`config.mk`:
```
export PLATFORM = sky130hd
export DESIGN_NAME = sliding_window_median
export DESIGN_NICKNAME = d
export VERILOG_FILES = /design/src/rtl/core/swm_pkg.sv /design/src/rtl/core/swm_cell.sv /design/src/rtl/core/sliding_window_median.sv
export SDC_FILE = /design/constraint.sdc
export NUM_CORES = 2
export LEC_CHECK = 0
export ABC_AREA = 1
export BUFFER_PORTS_ARGS = -buffer_cell sky130_fd_sc_hd__buf_4
export CAP_MARGIN = 20
export CORE_ASPECT_RATIO = 0.8
export CORE_UTILIZATION = 44
export DETAILED_ROUTE_END_ITERATION = 16
export HOLD_SLACK_MARGIN = 0.08
export PLACE_DENSITY_LB_ADDON = 0.12
export SYNTH_ARGS = -nofsm -noshare
export SYNTH_HDL_FRONTEND = slang
export SYNTH_SLANG_ARGS = --single-unit
```
`constraint.sdc`:
```
create_clock -name clk -period 15.7 [get_ports clk]
set_clock_uncertainty 0.15 [all_clocks]
set_input_delay 0.785 -clock clk [delete_from_list [all_inputs] [get_ports clk]]
set_output_delay 0.785 -clock clk [all_outputs]
set_load 0.02 [all_outputs]
```
`src/rtl/core/swm_pkg.sv`:
```
// Shared constants and types for the sliding-window median filter.
`default_nettype none

package swm_pkg;

    localparam int MAX_WINDOW  = 16;
    localparam int SAMPLE_BITS = 16;
    localparam int CFG_BITS    = 5;
    localparam int OUT_BITS    = SAMPLE_BITS + 1;
    localparam int AGE_BITS    = (MAX_WINDOW > 1) ? $clog2(MAX_WINDOW) : 1;
    localparam int FILL_BITS   = $clog2(MAX_WINDOW + 1);

    typedef logic signed [SAMPLE_BITS-1:0] sample_t;

    // One window entry: the sample and how many samples have arrived since it.
    typedef struct packed {
        sample_t               value;
        logic [AGE_BITS-1:0]   age;
    } entry_t;

    // Control broadcast from the top level to every cell of the chain.
    typedef struct packed {
        logic                  load;
        logic                  insert;
        logic                  remove;
        logic [AGE_BITS-1:0]   oldest_age;
    } cell_ctrl_t;

endpackage

`default_nettype wire

```
`src/rtl/core/swm_cell.sv`:
```
// One cell of the sorted window chain: holds one entry and shifts with its neighbors.
`default_nettype none

module swm_cell (
    input  logic                clk,
    input  swm_pkg::cell_ctrl_t ctrl,
    input  swm_pkg::sample_t    sample,
    input  logic                valid,
    input  logic                left_le,
    input  swm_pkg::entry_t     left_entry,
    input  swm_pkg::entry_t     right_shift,
    input  logic                seen_in,
    output swm_pkg::entry_t     entry,
    output logic                le,
    output swm_pkg::entry_t     shift,
    output logic                seen_out
);
    import swm_pkg::*;

    entry_t entry_reg;
    entry_t entry_next;
    entry_t post;
    logic   oldest;

    // The window is sorted, so the cells that hold values not above the new
    // sample form a prefix and the new sample lands right after it.
    assign le = valid && (entry_reg.value <= sample);

    always_comb
    begin
        if (!ctrl.insert)
        begin
            post = entry_reg;
        end
        else if (le)
        begin
            post.value = entry_reg.value;
            post.age   = entry_reg.age + AGE_BITS'(1);
        end
        else if (left_le)
        begin
            post.value = sample;
            post.age   = '0;
        end
        else
        begin
            post.value = left_entry.value;
            post.age   = left_entry.age + AGE_BITS'(1);
        end
    end

    assign oldest   = (post.age == ctrl.oldest_age);
    assign seen_out = seen_in || oldest;
    assign shift    = post;

    // When an entry is dropped, every cell at and past the oldest entry pulls from its right neighbor.
    always_comb
    begin
        if (!ctrl.load)
        begin
            entry_next = entry_reg;
        end
        else if (ctrl.remove && seen_out)
        begin
            entry_next = right_shift;
        end
        else
        begin
            entry_next = post;
        end
    end

    always_ff @(posedge clk)
    begin
        entry_reg <= entry_next;
    end

    assign entry = entry_reg;

endmodule

`default_nettype wire

```
`src/rtl/core/sliding_window_median.sv`:
```
// Top level of the sliding-window median filter: control, cell chain and result register.
// The result is registered: it is shown in the cycle after the sample transfer that completes the window.
// Throughput: one sample per cycle while sample_stall is low, set by the insert and drop in the cell chain.
// After the window size is lowered, the excess samples are trimmed from the window one at a
// time, with sample_stall high, before the next sample is taken.
// Reset clears the fill count, the result valid flag and sets the window size to one;
// the cells are not cleared, since only entries below the fill count are ever used.
`default_nettype none

module sliding_window_median (
    input  logic                                   clk,
    input  logic                                   rst_n,
    input  logic                                   window_size_we,
    input  logic [swm_pkg::CFG_BITS-1:0]           window_size,
    input  logic                                   sample_valid,
    output logic                                   sample_stall,
    input  logic signed [swm_pkg::SAMPLE_BITS-1:0] sample,
    input  logic                                   restart,
    output logic                                   median_valid,
    input  logic                                   median_stall,
    output logic signed [swm_pkg::OUT_BITS-1:0]    median_doubled
);
    import swm_pkg::*;

    // Configuration register.
    logic [CFG_BITS-1:0]  window_size_reg;
    logic [CFG_BITS-1:0]  window_size_next;

    // Number of valid entries held in the chain, always below the window size
    // whenever a sample is taken.
    logic [FILL_BITS-1:0] fill_reg;
    logic [FILL_BITS-1:0] fill_next;

    // Result register that decouples the two channels.
    logic                        median_valid_reg;
    logic                        median_valid_next;
    logic signed [OUT_BITS-1:0]  median_doubled_reg;
    logic signed [OUT_BITS-1:0]  median_doubled_next;

    logic [FILL_BITS-1:0] w_act;
    logic [FILL_BITS-1:0] fill_eff;
    logic [FILL_BITS-1:0] hi_idx;
    logic [FILL_BITS-1:0] lo_idx;
    logic                 trim_go;
    logic                 accept;
    logic                 produce;
    cell_ctrl_t           ctrl;

    entry_t               stored_vec [MAX_WINDOW];
    entry_t               left_vec   [MAX_WINDOW];
    entry_t               shift_vec  [MAX_WINDOW+1];
    logic                 le_vec     [MAX_WINDOW];
    logic                 left_le_vec[MAX_WINDOW];
    logic                 valid_vec  [MAX_WINDOW];
    logic                 seen_in_vec[MAX_WINDOW];
    logic                 seen_vec   [MAX_WINDOW];

    sample_t                     lo_val;
    sample_t                     hi_val;
    logic signed [OUT_BITS-1:0]  med_sum;

    // A window size of zero acts as one and sizes past the chain length act
    // as the full chain.
    always_comb
    begin
        if (window_size_reg == '0)
        begin
            w_act = FILL_BITS'(1);
        end
        else if (int'(window_size_reg) > MAX_WINDOW)
        begin
            w_act = FILL_BITS'(MAX_WINDOW);
        end
        else
        begin
            w_act = FILL_BITS'(window_size_reg);
        end
    end

    // The two middle positions of a full window; for an odd size they coincide.
    assign hi_idx = w_act >> 1;
    assign lo_idx = (w_act - FILL_BITS'(1)) >> 1;

    // When the window size was lowered the chain may hold too many samples.
    // The oldest ones are then dropped one per cycle before a sample is taken,
    // which leaves the same window as dropping them after the insertion.
    assign trim_go      = (fill_reg >= w_act);
    assign sample_stall = trim_go || (median_valid_reg && median_stall);
    assign accept       = sample_valid && !sample_stall;

    // A restart empties the window before its own sample goes in.
    assign fill_eff = (sample_valid && restart) ? '0 : fill_reg;
    assign produce  = ((fill_eff + FILL_BITS'(1)) == w_act);

    // On insertion the oldest entry carries the age equal to the old fill count;
    // while trimming it carries the fill count less one.
    always_comb
    begin
        ctrl.load   = accept || trim_go;
        ctrl.insert = accept;
        ctrl.remove = trim_go || (accept && produce);
        if (accept)
        begin
            ctrl.oldest_age = AGE_BITS'(fill_eff);
        end
        else
        begin
            ctrl.oldest_age = AGE_BITS'(fill_reg - FILL_BITS'(1));
        end
    end

    assign shift_vec[MAX_WINDOW] = '0;

    for (genvar k = 0; k < MAX_WINDOW; k++)
    begin : g_cell
        assign valid_vec[k] = (FILL_BITS'(k) < fill_eff);

        if (k == 0)
        begin : g_head
            assign left_vec[k]    = '0;
            assign left_le_vec[k] = 1'b1;
            assign seen_in_vec[k] = 1'b0;
        end
        else
        begin : g_body
            assign left_vec[k]    = stored_vec[k-1];
            assign left_le_vec[k] = le_vec[k-1];
            assign seen_in_vec[k] = seen_vec[k-1];
        end

        swm_cell u_cell (
            .clk         (clk),
            .ctrl        (ctrl),
            .sample      (sample),
            .valid       (valid_vec[k]),
            .left_le     (left_le_vec[k]),
            .left_entry  (left_vec[k]),
            .right_shift (shift_vec[k+1]),
            .seen_in     (seen_in_vec[k]),
            .entry       (stored_vec[k]),
            .le          (le_vec[k]),
            .shift       (shift_vec[k]),
            .seen_out    (seen_vec[k])
        );
    end

    // Pick the two middle values of the window as it stands after the
    // insertion, before the oldest sample leaves.
    always_comb
    begin
        lo_val = '0;
        hi_val = '0;
        for (int k = 0; k < MAX_WINDOW; k++)
        begin
            if (FILL_BITS'(k) == lo_idx)
            begin
                lo_val = lo_val | shift_vec[k].value;
            end
            if (FILL_BITS'(k) == hi_idx)
            begin
                hi_val = hi_val | shift_vec[k].value;
            end
        end
    end

    // The sum of two samples always fits one extra bit.
    assign med_sum = OUT_BITS'(lo_val) + OUT_BITS'(hi_val);

    always_comb
    begin
        window_size_next = window_size_we ? window_size : window_size_reg;

        if (accept)
        begin
            fill_next = produce ? fill_eff : (fill_eff + FILL_BITS'(1));
        end
        else if (trim_go)
        begin
            fill_next = fill_reg - FILL_BITS'(1);
        end
        else
        begin
            fill_next = fill_reg;
        end

        median_valid_next   = (accept && produce) || (median_valid_reg && median_stall);
        median_doubled_next = (accept && produce) ? med_sum : median_doubled_reg;
    end

    always_ff @(posedge clk or negedge rst_n)
    begin
        if (!rst_n)
        begin
            window_size_reg  <= CFG_BITS'(1);
            fill_reg         <= '0;
            median_valid_reg <= 1'b0;
        end
        else
        begin
            window_size_reg  <= window_size_next;
            fill_reg         <= fill_next;
            median_valid_reg <= median_valid_next;
        end
    end

    always_ff @(posedge clk)
    begin
        median_doubled_reg <= median_doubled_next;
    end

    assign median_valid   = median_valid_reg;
    assign median_doubled = median_doubled_reg;

    // Every drop must find the oldest entry somewhere in the chain.
    a_remove_finds_oldest: assert property (@(posedge clk) disable iff (!rst_n)
        ctrl.remove |-> seen_vec[MAX_WINDOW-1])
        else $error("no oldest entry found while dropping");

    // The chain never holds a full set of entries between transfers.
    a_fill_bound: assert property (@(posedge clk) disable iff (!rst_n)
        fill_reg < FILL_BITS'(MAX_WINDOW))
        else $error("fill count out of range");

    // A sample is only taken once any excess entries have been trimmed.
    a_accept_fits: assert property (@(posedge clk) disable iff (!rst_n)
        accept |-> (fill_reg < w_act))
        else $error("sample taken with an untrimmed window");

    // After a result the window holds one sample less than its size.
    a_fill_after_result: assert property (@(posedge clk) disable iff (!rst_n)
        (accept && produce) |=> (fill_reg == ($past(w_act) - FILL_BITS'(1))))
        else $error("fill count wrong after a result");

endmodule

`default_nettype wire
```
* Word level (Yosys, flattened, before mapping)
Index checks and enable logic that the tools add are counted.
Operators by class: equal/unequal tests 47, reduce and logical (&&, ||, !) cells 60, muxes and demuxes 101, order comparisons 34, add/sub/neg operators 20, bitwise logic cells 30
Operators by type and width (number):
- 2-to-1 mux 20 bit | 62
- 2-to-1 mux 16 bit | 32
- OR 16 bit | 30
- less-or-equal comparator 16 bit | 16
- adder 4 x 1 -> 4 bit, second input constant | 16
- equality test 4 bit | 16
- equality test 4 bit, first input constant | 16
- less-than comparator 4 x 5 -> 1 bit, first input constant | 8
- logical AND 1 bit | 36
- equality test 3 x 4 -> 1 bit, first input constant | 8
- 2-to-1 mux 5 bit | 6
- less-than comparator 3 x 5 -> 1 bit, first input constant | 4
- logical OR 1 bit | 19
- adder 16 x 16 -> 17 bit | 1
- equality test 2 x 4 -> 1 bit, first input constant | 4
- logical NOT 5 bit | 3
- less-than comparator 1 x 5 -> 1 bit, first input constant | 2
- less-than comparator 2 x 5 -> 1 bit, first input constant | 2
- subtractor 5 x 1 -> 5 bit, second input constant | 2
- equality test 1 x 4 -> 1 bit, first input constant | 2
- adder 5 x 1 -> 5 bit, second input constant | 1
- equality test 5 bit | 1
- greater-or-equal comparator 5 bit | 1
- greater-than comparator 5 bit, second input constant | 1
- 3 further kinds | 3
Word-level totals: output and inout port bits 19, bits in registers 348, bits of input ports 27

* Depth between registers and ports, before layout
depth after elaboration 40, gate-level depth with buffers 46, mapped depth without buffers 41

* Cells and area by module
From an unflattened synthesis, not the netlist that was laid out.
Second synthesis, totals: cell total of the unflattened synthesis 5635, area total of the unflattened synthesis 36800.3 um^2
By module, submodules not included:
- swm_cell at g_cell[0].u_cell ... | area each 1993.2 um^2, cells an instance 296, sequential area each 600.6 um^2, instances 9
- swm_cell at g_cell[3].u_cell ... | area each 1984.4 um^2, cells an instance 298, sequential area each 600.6 um^2, instances 7
- sliding_window_median | area each 4971.0 um^2, cells an instance 885, sequential area each 787.0 um^2, instances 1

* Worst setup path before layout
Ideal clock, no wire load.
path type flip-flop to flip-flop, start register window_size_reg[4], end register fill_reg[4], stages on the path, launching flop included 19, slack 2.551 ns, data arrival time 12.799 ns, setup time 0.200 ns, buffers on the path 9, path through dfrtp_1 > inv_1 > clkbuf_1 > clkbuf_1 > ha_1 > a21oi_1 > o21a_1 > nor3b_4 > nand3_2 > buf_4 > buf_2 > buf_2 > buf_2 > clkbuf_1 > clkbuf_1 > nand2_1 > clkbuf_1 > o21ai_0 > o21ai_0
On the way: word-level cells in the longest chain between the ends 8, elaborated cells on any way between the ends 12
Ends and longest elaborated chain:
- start: declaration | RTL line sliding_window_median.sv:26 | logic [CFG_BITS-1:0] window_size_reg;
- start signal: assignment | RTL line sliding_window_median.sv:200 | window_size_reg <= window_size_next;
- greater-than comparator 5 bit | RTL line sliding_window_median.sv:70 | else if (int'(window_size_reg) > MAX_WINDOW)
- 2-to-1 mux 5 bit | RTL line sliding_window_median.sv:70
- 2-to-1 mux 5 bit (*) | RTL line sliding_window_median.sv:66 | if (window_size_reg == '0)
- greater-or-equal comparator 5 bit | RTL line sliding_window_median.sv:87 | assign trim_go = (fill_reg >= w_act);
- logical OR 1 bit | RTL line sliding_window_median.sv:88 | assign sample_stall = trim_go || (median_valid_reg && median_stall);
- logical NOT 1 bit | RTL line sliding_window_median.sv:89 | assign accept = sample_valid && !sample_stall;
- logical AND 1 bit | RTL line sliding_window_median.sv:89
- 2-to-1 mux 5 bit / nonzero test 2 bit (equally long branches)
- end signal: assignment | RTL line sliding_window_median.sv:201 | fill_reg <= fill_next;
- end: declaration | RTL line sliding_window_median.sv:31 | logic [FILL_BITS-1:0] fill_reg;
Every way passes the cells marked *; elsewhere a longest branch is shown, timed or not. A chain may end at the register's enable or synchronous reset.

* Worst setup path in the final report
start register window_size_reg[3], end register g_cell[13].u_cell.entry_reg (netlist bit g_cell[13].u_cell.entry[2]), data pin
On the way: word-level cells in the longest chain between the ends 24, elaborated cells on any way between the ends 56
Ends and longest elaborated chain:
- greater-than comparator 5 bit | RTL line sliding_window_median.sv:70
- 2-to-1 mux 5 bit | RTL line sliding_window_median.sv:70
- 2-to-1 mux 5 bit (*) | RTL line sliding_window_median.sv:66
- greater-or-equal comparator 5 bit | RTL line sliding_window_median.sv:87
- logical OR 1 bit | RTL line sliding_window_median.sv:88
- logical NOT 1 bit | RTL line sliding_window_median.sv:89
- logical AND 1 bit | RTL line sliding_window_median.sv:89
- 2-to-1 mux 20 bit / 2-to-1 mux 4 bit (equally long branches) | RTL line swm_cell.sv:31, sliding_window_median.sv:102
- equality test 4 bit | RTL line swm_cell.sv:52 | assign oldest = (post.age == ctrl.oldest_age);
- logical OR 1 bit (13 in series) | RTL line swm_cell.sv:53 | assign seen_out = seen_in || oldest;
- logical AND 1 bit | RTL line swm_cell.sv:63 | else if (ctrl.remove && seen_out)
- 2-to-1 mux 20 bit (*) | RTL line swm_cell.sv:63
- end signal: assignment | RTL line swm_cell.sv:75 | entry_reg <= entry_next;
- end: declaration | RTL line swm_cell.sv:20 | entry_t entry_reg;
Marked as above.

==> impl_metrics.yaml <==
sta:
  setup_tns_ns: 0
  drv_slew: 0
  worstMarginPinSlew_ns: 1.25
  timing.slew.headroom_pct: 16.9
  grt_setup_unrepaired: "no"
  hold_viol: 0
  max_freq_mhz: 107
  min_period_ns: 9.39
  finalSetupViolCount: 0
  post-route-period-util_pct: 59.8
synthesis:
  post-synth-top-count-cell: "nand2_1"
  syn_area_um2: 32200
  synth_compound_area_share_pct: 21.8
  ys_ff_latch: 348
  async_flop_share_pct: 3.16
  syn_nets: 4787
  synthCells: 4463
  synth.mux.area_fraction_pct: 0.315
  yosys.area_share.simple_pct: 24.1
  synth-xor-area-share_pct: 1.55
  synthAdderAreaFrac_pct: 11.6
  syn_avg_cell_area_um2: 7.21
  synth_edf_count: 337
  ys_top_cells_by_area: "edfxtp_1, nand2_1, ha_1"
  ys_seq_area_share_pct: 32.3
  synth_common_cells: "nand2_1, o21ai_0, inv_1, edfxtp_1, ha_1"
  synth_cell_type_count: 62
  synth_top_family_by_area: "simple AND/OR/NAND/NOR gates"
  ys_warn_count: 0
  synth_area_leader_cell: "edfxtp_1"
  synth_top_area_share_pct: 31.5
  synth_flop_cell: "edfxtp_1"
drt:
  drc: 0
  wl_per_cell_um: 21.4
  drtIter0Drc: 3899
  final_antenna_net_count: 0
  vias: 32100
  wl_um: 115000
  dr.pass1.iters: 6
  vias_per_cell: 5.94
critical_path:
  rr_startpoint: "window_size_reg[3]"
  crit_type: "reg -> reg"
  end_kind: "register"
  ff2ff_path_depth: 28
  crit_path_start: "window_size_reg[3]"
  cpMostUsedCell: "nand2_1"
  crit_end: "g_cell[13].u_cell.entry[2]"
  cp_slowest_cell: "nor2_1"
  worstPathMaxFanout: 59
  cp.buffers_inverters: 7
  critPathRequiredTime_ns: 15.88
  crit_family: "simple AND/OR/NAND/NOR gates"
  r2r_setup_slack_ns: 6.31
  cp_num_cells: 28
  timing.rr.end: "g_cell[13].u_cell.entry[2]"
  cpPeakStageDelay_ns: 0.69
  start_kind: "register"
  arrival_ns: 9.57
clocking:
  holdBufCountCts: 1
  clk_latency_ns: 0.60
  cts_resized: 0
  h-tree-depth: 2
  clk_path_buf_depth: 3
  cts-root-buf: "clkbuf_16"
  cts_tree: "built"
  numCtsBuffers: 44
  cts_num_sinks: 348
  clk_pin_slew_worst_paths_ns: 0.06
  cts_setup_buffers: 0
global_route:
  grt_util_met3_pct: 4.33
  grt_use_met1_pct: 49.0
  grt_pass1_wl_um: 177000
  grt.overflow.total: 0
  met2_usage_pct: 42.5
  grtUsageTotal_pct: 30.6
  first_global_vias: 29200
  antenna_found_initial: 3
  busiest_layer: "met1"
  grt_max_degree: 171
cells_and_area:
  largest_register_ffs: 320
  fin_nets: 4742
  syn_to_final_growth_pct: 8.50
  diodes: 0
  drive_above_1_share_pct: 5.95
floorplan:
  dieHeight_um: 244
  row_count: 88
  io_pins: 46
  die_x_um: 304
  start_util_pct: 44.5
  core_area_um2: 72200
  die_area_um2: 74200
run_status:
  status: "completed"
run:
  cap_violations: 0
placement:
  dp_hpwl_um: 87300
  gp_congestion: 0.964
  portBuffers: 45
worst_hold_path:
  hold_class: "in -> reg"
-- worst min-delay path, cell delays in order --
cell and delay [ns]:
buf_4 0.11, nand2_1 0.04, o21ai_0 0.07
-- worst min-delay path by stage --
stage,startpoint,slack [ns],cells after the start,end
after CTS,window_size[2],0.27,3,window_size_reg[2]
after global placement,window_size_reg[1],0.40,2,window_size_reg[1]
after global routing,window_size[3],0.30,3,window_size_reg[3]
final,window_size[2],0.30,3,window_size_reg[2]
after detailed placement,window_size_reg[1],0.42,2,window_size_reg[1]
after floorplan,rst_n,0.34,0,fill_reg[0]
-- cell usage in the layout (no fill, tap or decap), types with 11 or more instances in the layout --
cell type | synthesis | final
o221ai_1 | 33 | 33
nor3_1 | 25 | 25
o22ai_1 | 65 | 65
a211oi_1 | 36 | 36
clkinv_1 | 18 | 30
nand3_1 | 232 | 232
nand4_1 | 48 | 48
o21a_1 | 11 | 11
nand2_1 | 1181 | 1180
inv_1 | 425 | 425
nor2_1 | 295 | 289
xnor2_1 | 14 | 14
o21ai_1 | 43 | 42
a221oi_1 | 26 | 26
o21ai_0 | 516 | 516
o211ai_1 | 108 | 108
edfxtp_1 | 337 | 337
clkbuf_16 | 0 | 45
a31oi_1 | 79 | 79
buf_4 | 6 | 126
or2_2 | 25 | 25
xor2_1 | 43 | 43
a21oi_1 | 249 | 249
ha_1 | 296 | 296
-- through the flow --
| step | cell area, um2 | util [%] | setup WS (ns) | instances | hold slack, ns |
|---|---|---|---|---|---|
| 5_1_grt | 34900 | 48.3 | 5.46 | 5396 | 0.298 |
| 4_1_cts | 34800 | 48.1 | 6.55 | 5391 | 0.274 |
| 3_5_place_dp | 33400 | 46.2 | 6.57 | 5311 | 0.416 |
| 3_3_place_gp | 33400 | 46.2 | 6.80 | 5311 | 0.400 |
| 2_1_floorplan | 32200 | - | 2.55 | 4463 | 0.339 |
| 6_report | 34900 | 48.3 | 6.31 | 5396 | 0.301 |
-- logic make-up after synthesis --
kind of cell | count (synthesis)
buffers and inverters | 678
flip-flops | 348
XOR/XNOR | 57
AO/OA/AOI/OAI | 1212
adder cells (fa/ha/maj) | 297
multiplexers | 10
AND/OR/NAND/NOR | 1861
-- layout make-up --
cell class / count / area [um2]
multi-input cells: 3437 / 19100
inverters: 454 / 1710
flip-flops and latches: 348 / 10400
fillers: 7292 / 37300
clock buffers: 57 / 1190
well taps: 945 / 1180
clock inverters: 22 / 173
repair buffers: 133 / 1110
-- routing by layer --
metal	part of all wire, %	wire, um
met1	50	57300
met2	39	45200
met3	9.3	10700
met4	1.8	2090
met5	0.011	13
Power is left out: the tool's default activity adds up to more than one toggle a clock period on the data nets, which glitch-free logic cannot reach.
